**config.mk**
```make
export PLATFORM = sky130hd
export DESIGN_NAME = rc4_stream_cipher_top
export DESIGN_NICKNAME = d
export VERILOG_FILES = /design/src/hdl/rc4_pkg.sv /design/src/hdl/rc4_stream_cipher_top.sv /design/src/hdl/rc4_ctrl.sv /design/src/hdl/rc4_dpath.sv
export VERILOG_INCLUDE_DIRS = /design/src /design/src/hdl
export SDC_FILE = /design/constraint.sdc
export NUM_CORES = 2
export LEC_CHECK = 0
export BUFFER_PORTS_ARGS = -buffer_cell sky130_fd_sc_hd__buf_2
export CAP_MARGIN = 20
export CORE_ASPECT_RATIO = 1.2
export CORE_UTILIZATION = 55
export CTS_CLUSTER_DIAMETER = 60
export DETAILED_ROUTE_END_ITERATION = 10
export HOLD_SLACK_MARGIN = 0.06
export PLACE_DENSITY = 0.72
export SETUP_SLACK_MARGIN = 0.5
export SYNTH_ARGS = -nofsm -noshare
export SYNTH_HDL_FRONTEND = slang
export SYNTH_HIERARCHICAL = 1
export SYNTH_SLANG_ARGS = --single-unit
```
**constraint.sdc**
```tcl
create_clock -name clk -period 26.6 [get_ports clk]
set_input_delay 3.99 -clock clk [delete_from_list [all_inputs] [get_ports clk]]
set_output_delay 3.99 -clock clk [all_outputs]
set_load 0.005 [all_outputs]
```
**src/hdl/rc4_stream_cipher_top_macros.svh**
```systemverilog
// Assertion helpers shared by the RC4 cipher modules.
// Each macro expects a clock named clk and a synchronous reset named rst in scope.
`ifndef RC4_STREAM_CIPHER_TOP_MACROS_SVH
`define RC4_STREAM_CIPHER_TOP_MACROS_SVH

// Antecedent implies consequent in the same cycle.
`define RC4_ASSERT_SAME(lbl, ante, cons, msg) \
  lbl: assert property (@(posedge clk) disable iff (rst) (ante) |-> (cons)) else $error(msg);

// Antecedent implies consequent in the following cycle.
`define RC4_ASSERT_NEXT(lbl, ante, cons, msg) \
  lbl: assert property (@(posedge clk) disable iff (rst) (ante) |=> (cons)) else $error(msg);

`endif

```
**src/hdl/rc4_pkg.sv**
```systemverilog
package rc4_pkg;

  // Configuration port.
  localparam int CFG_IDX_W  = 3;
  localparam int CFG_DATA_W = 64;

  // Register indexes.
  localparam logic [CFG_IDX_W-1:0] REG_KEY_LENGTH = 3'd0;
  localparam logic [CFG_IDX_W-1:0] REG_KEY_LO     = 3'd1;
  localparam logic [CFG_IDX_W-1:0] REG_KEY_MID    = 3'd2;
  localparam logic [CFG_IDX_W-1:0] REG_KEY_HI     = 3'd3;
  localparam logic [CFG_IDX_W-1:0] REG_KEY_TOP    = 3'd4;

  // Key storage: 32 bytes in four 64-bit registers.
  localparam int REG_KEY_BYTES = 32;
  localparam int KEY_LEN_W     = 6;

  // S-box geometry.
  localparam int SBOX_DEPTH = 256;
  localparam int BYTE_W     = 8;

  // Controller states.
  typedef enum logic [3:0] {
    ST_IDLE,
    ST_FILL,
    ST_KS_RD,
    ST_KS_J,
    ST_KS_WN,
    ST_KS_WJ,
    ST_RD_I,
    ST_RD_J,
    ST_WR_I,
    ST_WR_J,
    ST_RD_K,
    ST_OUT
  } ctl_state_t;

  // Datapath operations, one per cycle.
  typedef enum logic [3:0] {
    OP_NONE,
    OP_CAPTURE,
    OP_FILL,
    OP_KS_RD,
    OP_KS_J,
    OP_KS_WN,
    OP_KS_WJ,
    OP_RD_I,
    OP_RD_J,
    OP_WR_I,
    OP_WR_J,
    OP_RD_K,
    OP_OUT
  } dp_op_t;

  // Command from controller to datapath.
  typedef struct packed {
    dp_op_t op;
    logic   sched;  // with OP_CAPTURE: clear counters and indices for a key schedule
  } dp_cmd_t;

  // Status from datapath to controller.
  typedef struct packed {
    logic cnt_last;  // step counter is at its final S-box entry
  } dp_stat_t;

endpackage

```
**src/hdl/rc4_stream_cipher_top.sv**
```systemverilog
// RC4 byte cipher; the same operation encrypts and decrypts. Load the key length and
// key bytes through the configuration port while the block is idle. There is one S-box
// memory access per cycle: read S[i], read S[j], two swap writes and the keystream read,
// then the output load. A byte with msg_start set, or the first byte after reset, first
// runs the key schedule: it fills the S-box with identity, then runs the permutation
// steps, each reading S[n] and S[j] and writing the swapped pair. One byte is processed
// at a time. The result sits in an output register, so the next byte is accepted while
// a result waits to be taken.
module rc4_stream_cipher_top #(
  parameter int KEY_BYTES = 32
) (
  input  logic                                clk,
  input  logic                                rst,
  input  logic                                cfg_we,
  input  logic [rc4_pkg::CFG_IDX_W-1:0]       cfg_index,
  input  logic [rc4_pkg::CFG_DATA_W-1:0]      cfg_data,
  input  logic                                in_valid,
  output logic                                in_stall,
  input  logic                                msg_start,
  input  logic [7:0]                          data_byte,
  output logic                                out_valid,
  input  logic                                out_stall,
  output logic [7:0]                          out_byte
);

  rc4_pkg::dp_cmd_t  cmd;
  rc4_pkg::dp_stat_t stat;

  // Sequencer.
  rc4_ctrl u_ctrl (
    .clk       (clk),
    .rst       (rst),
    .in_valid  (in_valid),
    .in_stall  (in_stall),
    .msg_start (msg_start),
    .out_valid (out_valid),
    .out_stall (out_stall),
    .cmd       (cmd),
    .stat      (stat)
  );

  // S-box, indices, key registers and output register.
  rc4_dpath #(
    .KEY_BYTES (KEY_BYTES)
  ) u_dpath (
    .clk       (clk),
    .rst       (rst),
    .cfg_we    (cfg_we),
    .cfg_index (cfg_index),
    .cfg_data  (cfg_data),
    .data_byte (data_byte),
    .out_byte  (out_byte),
    .cmd       (cmd),
    .stat      (stat)
  );

endmodule

```
**src/hdl/rc4_ctrl.sv**
```systemverilog
`include "rc4_stream_cipher_top_macros.svh"

module rc4_ctrl (
  input  logic               clk,
  input  logic               rst,
  input  logic               in_valid,
  output logic               in_stall,
  input  logic               msg_start,
  output logic               out_valid,
  input  logic               out_stall,
  output rc4_pkg::dp_cmd_t   cmd,
  input  rc4_pkg::dp_stat_t  stat
);

  rc4_pkg::ctl_state_t state, state_next;
  logic keyed, keyed_next;
  logic out_valid_next;

  // State and control registers.
  always_ff @(posedge clk) begin
    if (rst) begin
      state     <= rc4_pkg::ST_IDLE;
      keyed     <= 1'b0;
      out_valid <= 1'b0;
    end else begin
      state     <= state_next;
      keyed     <= keyed_next;
      out_valid <= out_valid_next;
    end
  end

  // Sequencing of the key schedule and of one data byte.
  always_comb begin
    state_next     = state;
    keyed_next     = keyed;
    out_valid_next = out_valid && out_stall;
    in_stall       = 1'b1;
    cmd.op         = rc4_pkg::OP_NONE;
    cmd.sched      = 1'b0;
    unique case (state)
      rc4_pkg::ST_IDLE: begin
        in_stall = 1'b0;
        if (in_valid) begin
          cmd.op = rc4_pkg::OP_CAPTURE;
          if (msg_start || !keyed) begin
            cmd.sched  = 1'b1;
            state_next = rc4_pkg::ST_FILL;
          end else begin
            state_next = rc4_pkg::ST_RD_I;
          end
        end
      end
      rc4_pkg::ST_FILL: begin
        cmd.op = rc4_pkg::OP_FILL;
        if (stat.cnt_last) begin
          state_next = rc4_pkg::ST_KS_RD;
        end
      end
      rc4_pkg::ST_KS_RD: begin
        cmd.op     = rc4_pkg::OP_KS_RD;
        state_next = rc4_pkg::ST_KS_J;
      end
      rc4_pkg::ST_KS_J: begin
        cmd.op     = rc4_pkg::OP_KS_J;
        state_next = rc4_pkg::ST_KS_WN;
      end
      rc4_pkg::ST_KS_WN: begin
        cmd.op     = rc4_pkg::OP_KS_WN;
        state_next = rc4_pkg::ST_KS_WJ;
      end
      rc4_pkg::ST_KS_WJ: begin
        cmd.op = rc4_pkg::OP_KS_WJ;
        if (stat.cnt_last) begin
          keyed_next = 1'b1;
          state_next = rc4_pkg::ST_RD_I;
        end else begin
          state_next = rc4_pkg::ST_KS_RD;
        end
      end
      rc4_pkg::ST_RD_I: begin
        cmd.op     = rc4_pkg::OP_RD_I;
        state_next = rc4_pkg::ST_RD_J;
      end
      rc4_pkg::ST_RD_J: begin
        cmd.op     = rc4_pkg::OP_RD_J;
        state_next = rc4_pkg::ST_WR_I;
      end
      rc4_pkg::ST_WR_I: begin
        cmd.op     = rc4_pkg::OP_WR_I;
        state_next = rc4_pkg::ST_WR_J;
      end
      rc4_pkg::ST_WR_J: begin
        cmd.op     = rc4_pkg::OP_WR_J;
        state_next = rc4_pkg::ST_RD_K;
      end
      rc4_pkg::ST_RD_K: begin
        cmd.op     = rc4_pkg::OP_RD_K;
        state_next = rc4_pkg::ST_OUT;
      end
      rc4_pkg::ST_OUT: begin
        // Load the output register once it is free or being drained.
        if (!out_valid || !out_stall) begin
          cmd.op         = rc4_pkg::OP_OUT;
          out_valid_next = 1'b1;
          state_next     = rc4_pkg::ST_IDLE;
        end
      end
      default: begin
        state_next = rc4_pkg::ST_IDLE;
      end
    endcase
  end

  // A new result appears only when the byte sequence has finished.
  `RC4_ASSERT_SAME(a_out_from_seq, $rose(out_valid), $past(state) == rc4_pkg::ST_OUT, "result without byte sequence")
  // Once keyed, the S-box stays keyed until reset.
  `RC4_ASSERT_NEXT(a_keyed_sticky, keyed, keyed, "keyed flag dropped")
  // A data byte is never processed on an unwritten S-box.
  `RC4_ASSERT_SAME(a_keyed_before_use, state == rc4_pkg::ST_RD_I, keyed, "byte processed before key schedule")
  // A pending result that is held back keeps the sequencer waiting.
  `RC4_ASSERT_NEXT(a_out_wait, state == rc4_pkg::ST_OUT && out_valid && out_stall, state == rc4_pkg::ST_OUT, "result overwritten while stalled")

endmodule

```
**src/hdl/rc4_dpath.sv**
```systemverilog
module rc4_dpath #(
  parameter int KEY_BYTES = 32
) (
  input  logic                                clk,
  input  logic                                rst,
  input  logic                                cfg_we,
  input  logic [rc4_pkg::CFG_IDX_W-1:0]       cfg_index,
  input  logic [rc4_pkg::CFG_DATA_W-1:0]      cfg_data,
  input  logic [rc4_pkg::BYTE_W-1:0]          data_byte,
  output logic [rc4_pkg::BYTE_W-1:0]          out_byte,
  input  rc4_pkg::dp_cmd_t                    cmd,
  output rc4_pkg::dp_stat_t                   stat
);

  localparam int KW = rc4_pkg::KEY_LEN_W;
  localparam int BW = rc4_pkg::BYTE_W;
  localparam logic [8:0] KEY_BYTES_W = 9'(KEY_BYTES);

  // Configuration registers.
  logic [KW-1:0]                       key_length;
  logic [rc4_pkg::REG_KEY_BYTES*BW-1:0] key_flat;

  // S-box memory with registered read.
  logic [BW-1:0] sbox [rc4_pkg::SBOX_DEPTH];
  logic [BW-1:0] rd_q;
  logic [BW-1:0] rd_addr, wr_addr, wr_data;
  logic          rd_en, wr_en;

  // Indices, counters and holding registers.
  logic [BW-1:0] index_i, index_j;
  logic [BW-1:0] step_n;
  logic [BW-1:0] sched_j;
  logic [KW-1:0] key_idx;
  logic [BW-1:0] hold_a, hold_b;
  logic [BW-1:0] data_q;

  logic [KW-1:0] len_raw, len_used;
  logic [BW-1:0] key_byte;
  logic [BW-1:0] sched_j_next;
  logic [BW-1:0] index_i_next, index_j_next;

  // Configuration writes; indexes past the list are ignored.
  always_ff @(posedge clk) begin
    if (rst) begin
      key_length <= KW'(1);
      key_flat   <= '0;
    end else if (cfg_we) begin
      priority case (cfg_index)
        rc4_pkg::REG_KEY_LENGTH: key_length <= cfg_data[KW-1:0];
        rc4_pkg::REG_KEY_LO:     key_flat[0*64 +: 64] <= cfg_data;
        rc4_pkg::REG_KEY_MID:    key_flat[1*64 +: 64] <= cfg_data;
        rc4_pkg::REG_KEY_HI:     key_flat[2*64 +: 64] <= cfg_data;
        rc4_pkg::REG_KEY_TOP:    key_flat[3*64 +: 64] <= cfg_data;
        default: ;
      endcase
    end
  end

  // Effective key length: zero counts as one, saturate at the key size.
  always_comb begin
    len_raw  = (key_length == '0) ? KW'(1) : key_length;
    len_used = ({3'b000, len_raw} > KEY_BYTES_W) ? KW'(KEY_BYTES) : len_raw;
  end

  // Key byte at the current key position; positions past the registers read zero.
  assign key_byte = key_idx[KW-1] ? '0 : key_flat[key_idx[KW-2:0]*BW +: BW];

  assign sched_j_next = sched_j + rd_q + key_byte;
  assign index_i_next = index_i + BW'(1);
  assign index_j_next = index_j + rd_q;

  assign stat.cnt_last = (step_n == '1);

  // Memory address and write selection per operation.
  always_comb begin
    rd_en   = 1'b0;
    wr_en   = 1'b0;
    rd_addr = step_n;
    wr_addr = step_n;
    wr_data = rd_q;
    unique case (cmd.op)
      rc4_pkg::OP_FILL: begin
        wr_en   = 1'b1;
        wr_data = step_n;
      end
      rc4_pkg::OP_KS_RD: begin
        rd_en = 1'b1;
      end
      rc4_pkg::OP_KS_J: begin
        rd_en   = 1'b1;
        rd_addr = sched_j_next;
      end
      rc4_pkg::OP_KS_WN: begin
        wr_en = 1'b1;
      end
      rc4_pkg::OP_KS_WJ: begin
        wr_en   = 1'b1;
        wr_addr = sched_j;
        wr_data = hold_a;
      end
      rc4_pkg::OP_RD_I: begin
        rd_en   = 1'b1;
        rd_addr = index_i_next;
      end
      rc4_pkg::OP_RD_J: begin
        rd_en   = 1'b1;
        rd_addr = index_j_next;
      end
      rc4_pkg::OP_WR_I: begin
        wr_en   = 1'b1;
        wr_addr = index_i;
      end
      rc4_pkg::OP_WR_J: begin
        wr_en   = 1'b1;
        wr_addr = index_j;
        wr_data = hold_a;
      end
      rc4_pkg::OP_RD_K: begin
        rd_en   = 1'b1;
        rd_addr = hold_a + hold_b;
      end
      default: ;
    endcase
  end

  // S-box write port.
  always_ff @(posedge clk) begin
    if (wr_en) begin
      sbox[wr_addr] <= wr_data;
    end
  end

  // S-box read port.
  always_ff @(posedge clk) begin
    if (rd_en) begin
      rd_q <= sbox[rd_addr];
    end
  end

  // Cipher indices and schedule counters.
  always_ff @(posedge clk) begin
    if (rst) begin
      index_i <= '0;
      index_j <= '0;
      step_n  <= '0;
      sched_j <= '0;
      key_idx <= '0;
    end else begin
      unique case (cmd.op)
        rc4_pkg::OP_CAPTURE: begin
          if (cmd.sched) begin
            index_i <= '0;
            index_j <= '0;
            step_n  <= '0;
            sched_j <= '0;
            key_idx <= '0;
          end
        end
        rc4_pkg::OP_FILL: begin
          step_n <= step_n + BW'(1);
        end
        rc4_pkg::OP_KS_J: begin
          sched_j <= sched_j_next;
        end
        rc4_pkg::OP_KS_WJ: begin
          step_n  <= step_n + BW'(1);
          key_idx <= ((key_idx + KW'(1)) == len_used) ? '0 : key_idx + KW'(1);
        end
        rc4_pkg::OP_RD_I: begin
          index_i <= index_i_next;
        end
        rc4_pkg::OP_RD_J: begin
          index_j <= index_j_next;
        end
        default: ;
      endcase
    end
  end

  // Payload holding registers and the output register.
  always_ff @(posedge clk) begin
    unique case (cmd.op)
      rc4_pkg::OP_CAPTURE: data_q   <= data_byte;
      rc4_pkg::OP_KS_J:    hold_a   <= rd_q;
      rc4_pkg::OP_RD_J:    hold_a   <= rd_q;
      rc4_pkg::OP_WR_I:    hold_b   <= rd_q;
      rc4_pkg::OP_OUT:     out_byte <= data_q ^ rd_q;
      default: ;
    endcase
  end

endmodule

```
==> flow_metrics.py <==
metrics = {
    "worst_hold_path": {
        "hold_depth": 2,
        "hold_class": "flop to flop",
    },
    "clock_tree": {
        "cts_setup_buffers": 0,
        "cts_resized": 0,
        "cts_tree": "done",
        "cts_buffers": 220,
        "clkSlewWorstSetupHoldPaths_ns": 0.06,
        "clockBufferDepth": 3,
        "numClockSinks": 2394,
        "cts_root_buf": "clkbuf_16",
        "htreeDepth": 4,
        "clk_latency_ns": 0.89,
        "cts_hold_buf": 0,
    },
    "timing": {
        "period_share_pct": 40.55,
        "fin_hold_ws_ns": 0.4521,
        "clock.fmax_ghz": 0.09272,
        "tightest_slew_ns": 1.482,
        "relSlewSlack_pct": 1.219,
        "finalHoldViolations": 0,
        "slew_viol_final": 0,
        "rsz0062_at_grt": "false",
        "setup_viol": 0,
        "setup_tns_ns": 0,
        "min_period_ns": 10.79,
        "fin_worst_skew_ns": 0.07552,
    },
    "synthesis": {
        "ys_types": 99,
        "synth_edf_count": 2088,
        "synth_cells": 7324,
        "syn_area_um2": 97670,
        "ys_top_cells_by_area": "edfxtp_1 64%, dfxtp_1 6.3%, nand2_1 5.5%",
        "synth_nets": 7438,
        "yosys_warnings": 6,
        "ys_seq_elements": 2394,
        "synth_top_cell_area_share_pct": 64.20,
        "postSynthAreaPerCell_um2": 13.34,
        "ys.flop_type": "edfxtp_1",
        "synth_commonest_cells": "2088 x edfxtp_1, 1435 x nand2_1, 1033 x a21oi_1",
        "post-synth-top-count-cell": "edfxtp_1",
        "async_flop_share_pct": 0,
        "yosysSeqAreaShare_pct": 70.47,
        "yosys.area.top_type": "edfxtp_1",
    },
    "global_routing": {
        "grt_usage_pct": 29.63,
        "overflow": 0,
        "first_global_vias": 61190,
        "grt_max_degree": 237,
        "antenna_found_initial": 17,
        "grt_first_pass_wirelength_um": 397100,
    },
    "setup_path": {
        "critPathRequiredTime_ns": 27.17,
        "rr_worst_depth": 20,
        "crit_end": "u_dpath/rd_q[0]$_DFFE_PP_",
        "end_kind": "flop",
        "cp-startpoint": "out_stall",
        "r2r_slack_ns": 16.90,
        "arrival_ns": 11.36,
        "crit_type": "input port to flop",
        "reg2reg_to": "u_dpath/rd_q[0]$_DFFE_PP_",
        "worst-path-max-fanout": 69,
        "r2r_start": "u_dpath/key_idx[0]$_SDFFE_PP0P_",
        "start_kind": "input port",
    },
    "floorplan": {
        "dieHeight_um": 463.6,
        "start_util_pct": 55.32,
        "io_pins": 91,
        "die-area_um2": 179300,
        "core_um2": 176600,
        "placementRows": 169,
        "die_x_um": 386.7,
    },
    "finish": {
        "layoutNonFillerInstCount": 9718,
        "multiInputGateArea_um2": 26220,
        "design_area_um2": 106700,
        "nFillCells": 13130,
        "drive_above_1_share_pct": 9.575,
        "nNetsFinal": 7333,
        "regArea_um2": 68830,
        "area_growth_syn_to_layout_pct": 9.233,
    },
    "place": {
        "gp_congestion": 0.9290,
        "dpl.cell_count": 9302,
        "place_area_um2": 99550,
        "hpwl_um": 159200,
        "io_buffer_count": 90,
    },
    "power": {
        "power_density_nw_per_um2": 84.24,
        "ir_worst_vdd_uv": 68.66,
        "p_leak_nw": 34.65,
    },
    "drt": {
        "wl_per_cell_um": 27.78,
        "ant_nets": 0,
        "detail_route.iter0.violations": 8829,
        "drtPass1Iterations": 7,
        "wl_um": 269900,
        "via_per_inst": 6.560,
        "drc_errors": 0,
        "route.vias.total": 63750,
    },
    "outcome": {
        "status": "finished clean",
    },
    "run": {
        "maxCapViolations": 0,
    },
}
-- routing by layer --
layer / part of all wire (%) / track usage (%) / vias up
met5: 0.049 / 0 / -
met4: 5.0 / 14.31 / 22
met3: 11 / 6.458 / 685
met2: 48 / 47.48 / 3866
met1: 36 / 38.53 / 31620
li1: - / - / 27560
-- stage by stage --
stage	utilization (%)	power (mW)	worst slack [ns]
floorplan	-	5.558	12.80
CTS	60.38	8.976	16.13
global route	60.42	9.230	15.69
detailed placement	56.38	5.933	15.24
global placement	56.37	5.889	15.39
finish	60.42	8.987	15.81
-- worst min-delay path by stage --
stage,startpoint,endpoint,slack [ns]
4_1_cts,u_dpath/key_flat[246]$_SDFFE_PP0P_,u_dpath/key_flat[246]$_SDFFE_PP0P_,0.45
3_3_place_gp,u_dpath/key_flat[113]$_SDFFE_PP0P_,u_dpath/key_flat[113]$_SDFFE_PP0P_,0.44
3_5_place_dp,u_dpath/key_flat[246]$_SDFFE_PP0P_,u_dpath/key_flat[246]$_SDFFE_PP0P_,0.44
2_1_floorplan,u_dpath/key_flat[112]$_SDFFE_PP0P_,u_dpath/key_flat[112]$_SDFFE_PP0P_,0.43
5_1_grt,u_dpath/key_flat[72]$_SDFFE_PP0P_,u_dpath/key_flat[72]$_SDFFE_PP0P_,0.47
6_report,u_dpath/key_flat[82]$_SDFFE_PP0P_,u_dpath/key_flat[82]$_SDFFE_PP0P_,0.45
-- placed cells by master (no fill, tap or decap), types with 18 or more instances in the layout --
master / synthesis / final
a32o_1: 33 / 33
o21ai_0: 29 / 28
a22o_1: 67 / 67
mux4_2: 82 / 82
edfxtp_1: 2088 / 2088
buf_4: 95 / 114
nand2_1: 1435 / 1435
o22ai_1: 88 / 85
xnor2_1: 19 / 19
nor3_1: 65 / 64
clkinv_2: 0 / 46
xor2_1: 18 / 18
nor4_1: 36 / 35
mux2i_1: 296 / 296
buf_2: 179 / 92
clkbuf_1: 218 / 47
nor2_1: 385 / 379
a21oi_1: 1033 / 1026
nand3_1: 63 / 56
a32oi_1: 53 / 53
ha_1: 23 / 23
clkbuf_16: 0 / 221
clkinv_1: 0 / 44
dfxtp_1: 306 / 304
a221oi_1: 293 / 293
a22oi_1: 103 / 103
-- layout make-up --
cell class | instances | share of cell area [%]
multi-input cells | 4367 | 24.58
inverters | 15 | 0.05278
clock buffers | 278 | 5.478
flip-flops and latches | 2394 | 64.52
diodes | 5 | 0.01173
clock inverters | 130 | 1.143
repair buffers | 221 | 1.508
well taps | 2308 | 2.707
-- worst max-delay path: stages --
cell	delay [ns]
buf_2	0.11
and4_1	0.22
o21ai_2	0.80
and2b_1	0.42
o21ai_1	0.31
and3_4	0.73
buf_4	0.63
buf_4	0.72
buf_4	0.85
mux2i_1	0.27
a221oi_1	0.09
a2111oi_0	0.99
a2111oi_0	0.23
a211oi_1	0.77
a31oi_1	0.08
-- flip-flops by register name, indices dropped and copies added (netlist names) --
signal              flops
u_dpath/key_length      6
u_dpath/step_n          8
u_dpath/index_j         8
u_dpath/sched_j         8
u_dpath/sbox         2048
u_dpath/rd_q            8
u_ctrl/out_valid        1
u_dpath/data_q          8
u_dpath/hold_a          8
u_dpath/hold_b          8
u_dpath/out_byte        8
u_dpath/key_idx         6
u_dpath/key_flat      256
u_ctrl/keyed            1
u_dpath/index_i         8
u_ctrl/state            4
-- cell families after synthesis --
logic type | count (synthesis) | share of synthesized area, %
fa+ha+maj | 33 | 0.4996
mux | 381 | 4.959
flops | 2394 | 70.47
xor+xnor | 39 | 0.3766
buf+inv | 563 | 2.958
compound gates | 1813 | 11.90
simple gates | 2101 | 8.833
-- power by group --
group	total (mW)	switching, mW	leakage (nW)	internal (mW)
clock	3.09	1.38	3.46	1.71
combinational	1.41	1.07	9.91	0.336
sequential	4.49	0.0333	21.3	4.46
(Power assumes the default switching activity.)
